===== src/rtl/planar_odometry_integrator_defines.svh =====
// Assertion macros shared by the odometry integrator RTL.
`ifndef PLANAR_ODOMETRY_INTEGRATOR_DEFINES_SVH
`define PLANAR_ODOMETRY_INTEGRATOR_DEFINES_SVH

// Same-cycle implication, disabled during reset.
`define POI_ASSERT_NOW(label, clk, rst_n, ante, cons, msg) \
    label: assert property (@(posedge clk) disable iff (!rst_n) (ante) |-> (cons)) \
        else $error(msg);

// Next-cycle implication, disabled during reset.
`define POI_ASSERT_NEXT(label, clk, rst_n, ante, cons, msg) \
    label: assert property (@(posedge clk) disable iff (!rst_n) (ante) |=> (cons)) \
        else $error(msg);

`endif


===== src/rtl/poi_pkg.sv =====
// Types, constants and tables of the planar odometry integrator.
package poi_pkg;

    localparam int ANGLE_BITS   = 32;
    localparam int CORDIC_STEPS = 16;
    localparam int XY_W         = 34;
    localparam int IDX_W        = 5;
    localparam int Q_W          = 34;
    localparam int VMAG_W       = 32;
    localparam int MAC_LAST     = 3;
    localparam int MULV_LAST    = 1;
    localparam int HMUL_LAST    = 3;
    localparam int DIV_LAST     = 3;

    localparam logic signed [XY_W-1:0] CORDIC_GAIN = 34'sd652032874;
    localparam logic [31:0] ANGLE_MASK = ~((32'd1 << (32 - ANGLE_BITS)) - 32'd1);
    localparam logic [63:0] POS_HALF   = 64'd1024000000;
    // 2048000000 = 2^17 * 15625; ceil(2^60 / 15625), exact for 46-bit dividends
    localparam logic [46:0] POS_RECIP  = 47'd73786976294839;
    localparam logic [36:0] HEAD_MULT  = 37'd91746578228;

    typedef struct packed {
        logic signed [15:0] linear_velocity;
        logic signed [15:0] angular_velocity;
        logic [31:0]        sample_time;
    } sample_t;

    typedef struct packed {
        logic signed [31:0] position_x;
        logic signed [31:0] position_y;
        logic [31:0]        heading_angle;
        logic signed [15:0] echo_linear;
        logic signed [15:0] echo_angular;
        logic [31:0]        result_time;
    } pose_t;

    typedef enum logic [3:0] {
        OP_NONE, OP_PRIME, OP_LOAD, OP_ROT, OP_MAC, OP_ABS,
        OP_MULV, OP_HMUL, OP_DIV, OP_UPD
    } op_t;

    typedef enum logic [3:0] {
        ST_IDLE, ST_ROT, ST_MAC, ST_ABS, ST_MULV, ST_HMUL, ST_DIV, ST_UPD
    } state_t;

    typedef struct packed {
        op_t              op;
        logic [IDX_W-1:0] idx;
    } cmd_t;

    typedef struct packed {
        logic primed;
    } status_t;

    function automatic logic [31:0] atan_entry(input logic [4:0] i);
        logic [31:0] r;
        case (i)
            5'd0:  r = 32'h20000000;
            5'd1:  r = 32'h12E4051E;
            5'd2:  r = 32'h09FB385B;
            5'd3:  r = 32'h051111D4;
            5'd4:  r = 32'h028B0D43;
            5'd5:  r = 32'h0145D7E1;
            5'd6:  r = 32'h00A2F61E;
            5'd7:  r = 32'h00517C55;
            5'd8:  r = 32'h0028BE53;
            5'd9:  r = 32'h00145F2F;
            5'd10: r = 32'h000A2F98;
            5'd11: r = 32'h000517CC;
            5'd12: r = 32'h00028BE6;
            5'd13: r = 32'h000145F3;
            5'd14: r = 32'h0000A2FA;
            5'd15: r = 32'h0000517D;
            5'd16: r = 32'h000028BE;
            5'd17: r = 32'h0000145F;
            5'd18: r = 32'h00000A30;
            5'd19: r = 32'h00000518;
            5'd20: r = 32'h0000028C;
            5'd21: r = 32'h00000146;
            5'd22: r = 32'h000000A3;
            5'd23: r = 32'h00000051;
            5'd24: r = 32'h00000029;
            5'd25: r = 32'h00000014;
            5'd26: r = 32'h0000000A;
            5'd27: r = 32'h00000005;
            5'd28: r = 32'h00000003;
            5'd29: r = 32'h00000001;
            default: r = 32'h00000000;
        endcase
        return r;
    endfunction

endpackage


===== src/rtl/poi_controller.sv =====
// Sequencer: steps the datapath through trig, multiply and divide phases.
module poi_controller (
    input  logic              clk,
    input  logic              rst_n,
    input  logic              sample_valid,
    output logic              sample_stall,
    output logic              pose_valid,
    input  logic              pose_stall,
    input  poi_pkg::status_t  status,
    output poi_pkg::cmd_t     cmd
);

    localparam int IW = poi_pkg::IDX_W;

    poi_pkg::state_t  state_reg, state_next;
    logic [IW-1:0]    idx_reg, idx_next;
    logic             valid_reg, valid_next;

    always_ff @(posedge clk or negedge rst_n)
    begin
        if (!rst_n)
        begin
            state_reg <= poi_pkg::ST_IDLE;
            idx_reg   <= '0;
            valid_reg <= 1'b0;
        end
        else
        begin
            state_reg <= state_next;
            idx_reg   <= idx_next;
            valid_reg <= valid_next;
        end
    end

    always_comb
    begin
        state_next   = state_reg;
        idx_next     = idx_reg;
        valid_next   = valid_reg && pose_stall;
        sample_stall = 1'b1;
        cmd.op       = poi_pkg::OP_NONE;
        cmd.idx      = idx_reg;
        unique case (state_reg)
            poi_pkg::ST_IDLE:
            begin
                sample_stall = 1'b0;
                if (sample_valid)
                begin
                    if (status.primed)
                    begin
                        cmd.op     = poi_pkg::OP_LOAD;
                        state_next = poi_pkg::ST_ROT;
                        idx_next   = '0;
                    end
                    else
                    begin
                        cmd.op = poi_pkg::OP_PRIME;
                    end
                end
            end
            poi_pkg::ST_ROT:
            begin
                cmd.op = poi_pkg::OP_ROT;
                if (idx_reg == IW'(poi_pkg::CORDIC_STEPS - 1))
                begin
                    state_next = poi_pkg::ST_MAC;
                    idx_next   = '0;
                end
                else
                begin
                    idx_next = idx_reg + 1'b1;
                end
            end
            poi_pkg::ST_MAC:
            begin
                cmd.op = poi_pkg::OP_MAC;
                if (idx_reg == IW'(poi_pkg::MAC_LAST))
                begin
                    state_next = poi_pkg::ST_ABS;
                end
                else
                begin
                    idx_next = idx_reg + 1'b1;
                end
            end
            poi_pkg::ST_ABS:
            begin
                cmd.op     = poi_pkg::OP_ABS;
                state_next = poi_pkg::ST_MULV;
                idx_next   = '0;
            end
            poi_pkg::ST_MULV:
            begin
                cmd.op = poi_pkg::OP_MULV;
                if (idx_reg == IW'(poi_pkg::MULV_LAST))
                begin
                    state_next = poi_pkg::ST_HMUL;
                    idx_next   = '0;
                end
                else
                begin
                    idx_next = idx_reg + 1'b1;
                end
            end
            poi_pkg::ST_HMUL:
            begin
                cmd.op = poi_pkg::OP_HMUL;
                if (idx_reg == IW'(poi_pkg::HMUL_LAST))
                begin
                    state_next = poi_pkg::ST_DIV;
                    idx_next   = '0;
                end
                else
                begin
                    idx_next = idx_reg + 1'b1;
                end
            end
            poi_pkg::ST_DIV:
            begin
                cmd.op = poi_pkg::OP_DIV;
                if (idx_reg == IW'(poi_pkg::DIV_LAST))
                begin
                    state_next = poi_pkg::ST_UPD;
                end
                else
                begin
                    idx_next = idx_reg + 1'b1;
                end
            end
            poi_pkg::ST_UPD:
            begin
                // commit only when the output register is free or draining
                if (!(valid_reg && pose_stall))
                begin
                    cmd.op     = poi_pkg::OP_UPD;
                    valid_next = 1'b1;
                    state_next = poi_pkg::ST_IDLE;
                end
            end
            default:
            begin
                state_next = poi_pkg::ST_IDLE;
            end
        endcase
    end

    assign pose_valid = valid_reg;

endmodule


===== config.mk =====
export PLATFORM = sky130hd
export DESIGN_NAME = poi_controller
export DESIGN_NICKNAME = d
export VERILOG_FILES = /design/src/rtl/planar_odometry_integrator_defines.svh /design/src/rtl/poi_pkg.sv /design/src/rtl/poi_controller.sv
export SDC_FILE = /design/constraint.sdc
export NUM_CORES = 1
export LEC_CHECK = 0
export ABC_AREA = 0
export CORE_MARGIN = 4
export CORE_UTILIZATION = 50
export CTS_BUF_LIST = sky130_fd_sc_hd__clkbuf_4
export DETAILED_ROUTE_END_ITERATION = 10
export DONT_BUFFER_PORTS = 1
export PLACE_DENSITY = 0.72
export RECOVER_POWER = 25
export SETUP_SLACK_MARGIN = 0.02
export SLEW_MARGIN = 20
export SYNTH_ARGS = -nofsm -noshare
export SYNTH_HDL_FRONTEND = slang
export SYNTH_SLANG_ARGS = --single-unit

===== constraint.sdc =====
create_clock -name clk -period 1.6 [get_ports clk]
set_input_delay 0.08 -clock clk [delete_from_list [all_inputs] [get_ports clk]]
set_output_delay 0.08 -clock clk [all_outputs]
set_load 0.05 [all_outputs]

---- After elaboration in Yosys (flattened, before gate mapping) ----
Cells that the tools add are included.
cells by class
  $add $sub $neg .......................... 1
  equality and inequality tests ........... 19
  mux-type cells .......................... 22
  reduce and logical (&&, ||, !) cells .... 6
operators by type and width
  cell                                            count
  case mux 4 bit (8 select lines)                 2
  2-to-1 mux 4 bit                                9
  2-to-1 mux 5 bit                                6
  case mux 5 bit (6 select lines)                 1
  inequality test 2 bit (second input constant)   9
  == test 4 x 3 -> 1 bit (second input constant)  4
  == test 4 x 2 -> 1 bit (second input constant)  2
  AND reduction 8 bit                             1
  nonzero test 6 bit                              1
  adder 5 x 1 -> 5 bit (second input constant)    1
  == test 5 x 1 -> 1 bit (second input constant)  1
  == test 5 x 2 -> 1 bit (second input constant)  1
  == test 5 x 4 -> 1 bit (second input constant)  1
  == test 4 x 1 -> 1 bit (second input constant)  1
  logical NOT 4 bit                               1
  2-to-1 mux 2 bit                                2
  AND reduction 4 bit                             1
  2-to-1 mux 1 bit                                2
  OR reduction 2 bit                              1
  logical AND 1 bit                               1
word-level totals
  bits in registers ....................... 10
  input bits .............................. 5
  output and inout bits ................... 11
  logic and storage cells ................. 51

---- Depth between registers and ports, before layout ----
  depth after elaboration ................. 4
  gate-level depth with buffers ........... 8
  gate-level depth less buffers ........... 8

---- Worst setup path before layout ----
Ideal clock, no wire load.
  path type ............................... reg2reg
  start ................................... register idx_reg[0]
  end ..................................... register idx_reg[2]
  library setup time ...................... 0.127 ns
  arrival time ............................ 1.859 ns
  required time ........................... 1.473 ns
  path slack .............................. -0.386 ns
  stages on the path, launching flop included .. 7
  path buffers ............................ 0
  period minus slack after synthesis ...... 1.986 ns
  cells stage by stage .................... dfrtp_1 -> ha_1 -> nor4b_4 -> o22ai_1 -> a211o_1 -> nand4b_1 -> nand3_1
between the ends
  word-level cells in the longest chain between the ends .. 3
  elaborated cells on any way between the ends .. 11
  classes of those cells .................. 1 x add/sub; 4 x eq/ne; 5 x mux; 1 x reduce/logical
ends and longest elaborated chain
  what                                                                    line                                         text
  start, declared                                                         poi_controller.sv:16                         logic [IW-1:0] idx_reg, idx_next;
  start signal, assigned                                                  poi_controller.sv:30                         idx_reg <= idx_next;
  adder 5 x 1 -> 5 bit, or another cell as far along                      --
  2-to-1 mux 5 bit, or another cell as far along                          poi_controller.sv:77, poi_controller.sv:121
  case mux 5 bit (6 select lines) or AND reduction 4 bit (tied branches)  --
Several ways; a longest one is shown, not always the timed one. The select of a mux whose other input is x is not followed.
A chain may end at the register's enable or synchronous reset.

---- Worst setup path after layout ----
  start ................................... register idx_reg[0]
  end ..................................... register state_reg[2]
between the ends
  word-level cells in the longest chain between the ends .. 3
  elaborated cells on any way between the ends .. 9
  classes of those cells .................. 8 x eq/ne; 1 x reduce/logical
ends and longest elaborated chain
  what                                                  line                  text
  == test 5 x 1 -> 1 bit, or another cell as far along  poi_controller.sv:95  if (idx_reg == IW'(poi_pkg::MULV_LAST))
  inequality test 2 bit (no line)                       --
  AND reduction 8 bit (no line) *                       --
  end signal, assigned                                  poi_controller.sv:23  state_reg <= poi_pkg::ST_IDLE;
  end signal, assigned                                  poi_controller.sv:29  state_reg <= state_next;
  end, declared                                         poi_controller.sv:15  poi_pkg::state_t state_reg, state_next;
Mark *: on every way between the ends. The rest lies on a longest branch, timed or not.

==> impl_metrics.tcl <==
set metrics [dict create \
    outcome "finished with violations" \
    failed_checks "setup timing" \
    tritoncts "yes" \
    fp.coreArea_sq_mm 0.00132 \
    cp_slowest_cell "dfrtp_2" \
    synthArstFlopShare 1.00 \
    critPathMostFrequentCell "ha_4" \
    clk_pin_slew_ns 0.07 \
    critPathMaxFanout 6 \
    maxCapViolCount 0 \
    ys_warn_count 0 \
    start_util 0.531 \
    die_h_um 45.4 \
    viasPerCell 6.72 \
    clock_latency_ns 0.28 \
    slew_headroom 0.695 \
    antenna_found_initial 0 \
    clockRootBuffer "clkbuf_4" \
    rsz0062_at_grt "true" \
    top_layer_used "met4" \
    gp_congestion 0.811 \
    met1Wirelength_mm 1.09 \
    post-route-drc-count 0 \
    post-route-period-util 1.15 \
    setup_ws_ns -0.246 \
    dr.pass1.iters 5 \
    htreeDepth 1 \
    wl_per_cell_um 24.2 \
    synth_top_area_cell "dfrtp_1" \
    final_cells 130 \
    start_kind "flip-flop" \
    synth_area_sq_um 699 \
    largest_reg_flops 5 \
    cts.sinks 9 \
    fp-row-count 13 \
    via_count 873 \
    cts_max_path_buffers 2 \
    synthFlopType "dfrtp_1" \
    syn_nets 95 \
    ys_ff_latch 9 \
    io_buffers 0 \
    synth-seq-area-share 0.322 \
    area_growth_pct 81.9 \
    route.met3.wl_um 342 \
    ios 16 \
    path_class "flip-flop to flip-flop" \
    ys_types 27 \
    final-setup-viol-count 10 \
    grt_pass1_wl_mm 3.66 \
    cp_cell_sequence "ha_4 > nand3_2 > inv_2 > ha_4 > nor3b_4 > buf_4 > nor3_4 > a21oi_1 > a31oi_1" \
    track_usage 0.245 \
    synthTopCellsByArea "dfrtp_1, ha_1, nand2_1" \
    synth_edf_count 0 \
    dp.cells 116 \
    nets 129 \
    cts_inserted_buffers 3 \
    grt_max_degree 11 \
    syn_avg_cell_area_sq_um 8.53 \
    n_antenna_cell 0 \
    cp.arrival_ns 1.97 \
    drive_gt1_frac 0.652 \
    detail-route-antenna-nets 0 \
    gr-total-overflow 0 \
    final_core_util 0.966 \
    tightestPinTransition_ns 0.456 \
    drv_slew 0 \
    fmax_mhz 542 \
    wl_met2_mm 1.54 \
    hold_viol 0 \
    holdCritPathClass "primary input to flip-flop" \
    die_w_um 45.4 \
    grt_pass1_vias 787 \
    finClkSkew_ns 0.00667 \
    cp-end-kind "flip-flop" \
    max_stage_delay_ns 0.45 \
    cp_data_required_time_ns 1.73 \
    syn_inst 82 \
    period_needed_ns 1.85 \
    wl_mm 3.14 \
    drt-initial-drc-count 68 \
    dp_hpwl_mm 1.32 \
    dieArea_sq_mm 0.00206 \
    yosysTopAreaCellShare 0.322 \
]
-- synthesized netlist by cell type, types with 2 or more instances --
cell / n
a21oi_1: 7
a31oi_1: 2
buf_2: 2
dfrtp_1: 9
ha_1: 8
inv_1: 6
nand2_1: 10
nand2b_1: 4
nand3_1: 7
nand3b_1: 3
nor2_1: 3
nor3_1: 2
o21ai_0: 4
o22ai_1: 2
-- path summary, 6_finish.rpt --
kind	startpoint	endpoint	slack (ns)	depth (start not counted)
max in group asynchronous	rst_n	state_reg[0]$_DFFE_PN0P_	1.08	1
worst min-delay path	pose_stall	pose_valid$_DFF_PN0_	0.09	2
min in group asynchronous	rst_n	idx_reg[3]$_DFFE_PN0P_	0.18	1
worst min register to register	idx_reg[1]$_DFFE_PN0P_	idx_reg[1]$_DFFE_PN0P_	0.66	2
worst max-delay path	idx_reg[0]$_DFFE_PN0P_	state_reg[2]$_DFFE_PN0P_	-0.25	9
worst max register to register	idx_reg[0]$_DFFE_PN0P_	state_reg[2]$_DFFE_PN0P_	-0.25	9
-- cells in the final DEF (no fill, tap or decap), types with 2 or more instances in the layout --
master	instances
o21ai_1	5
buf_4	22
dfrtp_1	2
nor4b_4	2
nand3b_1	3
ha_4	6
inv_4	2
dfrtp_2	7
nand3_2	3
nand3_1	4
nor2_1	3
buf_6	8
a21oi_4	3
nand2_1	10
inv_1	2
nor3_4	3
clkbuf_4	4
inv_2	2
a21oi_2	3
nand2b_1	3
-- kinds of logic (layout without fill, tap and decap cells) --
kind of cell	Yosys count	in the layout	share of synthesized area
buf+inv	8	41	0.0465
simple gates	37	37	0.313
flops	9	9	0.322
fa+ha+maj	8	8	0.143
mux	1	1	0.0143
compound gates	19	19	0.161
-- area by class of cell --
cell class / count / area, sq um
Clock buffer: 4 / 30.0
Fill cell: 27 / 45.0
Inverter: 6 / 27.5
Multi-Input combinational cell: 65 / 697
Sequential cell: 9 / 234
Tap cell: 15 / 18.8
Timing Repair Buffer: 31 / 265
-- repair_timing --
action                                  4_1_cts  5_1_grt
pin swaps                                    12       14
gates cloned                                  0        0
setup buffers                                 7        2
endpoints found under the hold margin         9        0
hold buffers                                  1        0
resized for setup                            24       26
endpoints found under the setup margin       12       12
-- critical path: cells and delay by family (launching register included) --
family	cells	cell delay, ns
buffers and inverters	2	0.22
and+or+nand+nor	3	0.35
adders and majority gates	2	0.35
AOI/OAI and AO/OA	2	0.31
DFF	1	0.45
-- per-stage QoR --
stage | hold WS, ns | setup TNS (ns) | cell area (sq um) | setup slack [ns]
2_1_floorplan | -0.216 | -0.606 | 764 | -0.143
3_3_place_gp | -0.215 | -0.301 | 931 | -0.0723
3_5_place_dp | -0.215 | -0.657 | 931 | -0.137
4_1_cts | 0.0144 | -0.304 | 1120 | -0.0659
5_1_grt | 0.0851 | -1.95 | 1270 | -0.332
6_report | 0.0930 | -1.35 | 1270 | -0.246
-- layer usage --
metal  track usage  vias to the layer above
li1              -                      361
met1         0.301                      413
met2         0.409                       79
met3        0.0435                       20
met4         0.117                        0
met5             0                        -
Power is not shown: default switching activity piles up to over one toggle a cycle in this logic, so the estimate is an artifact.
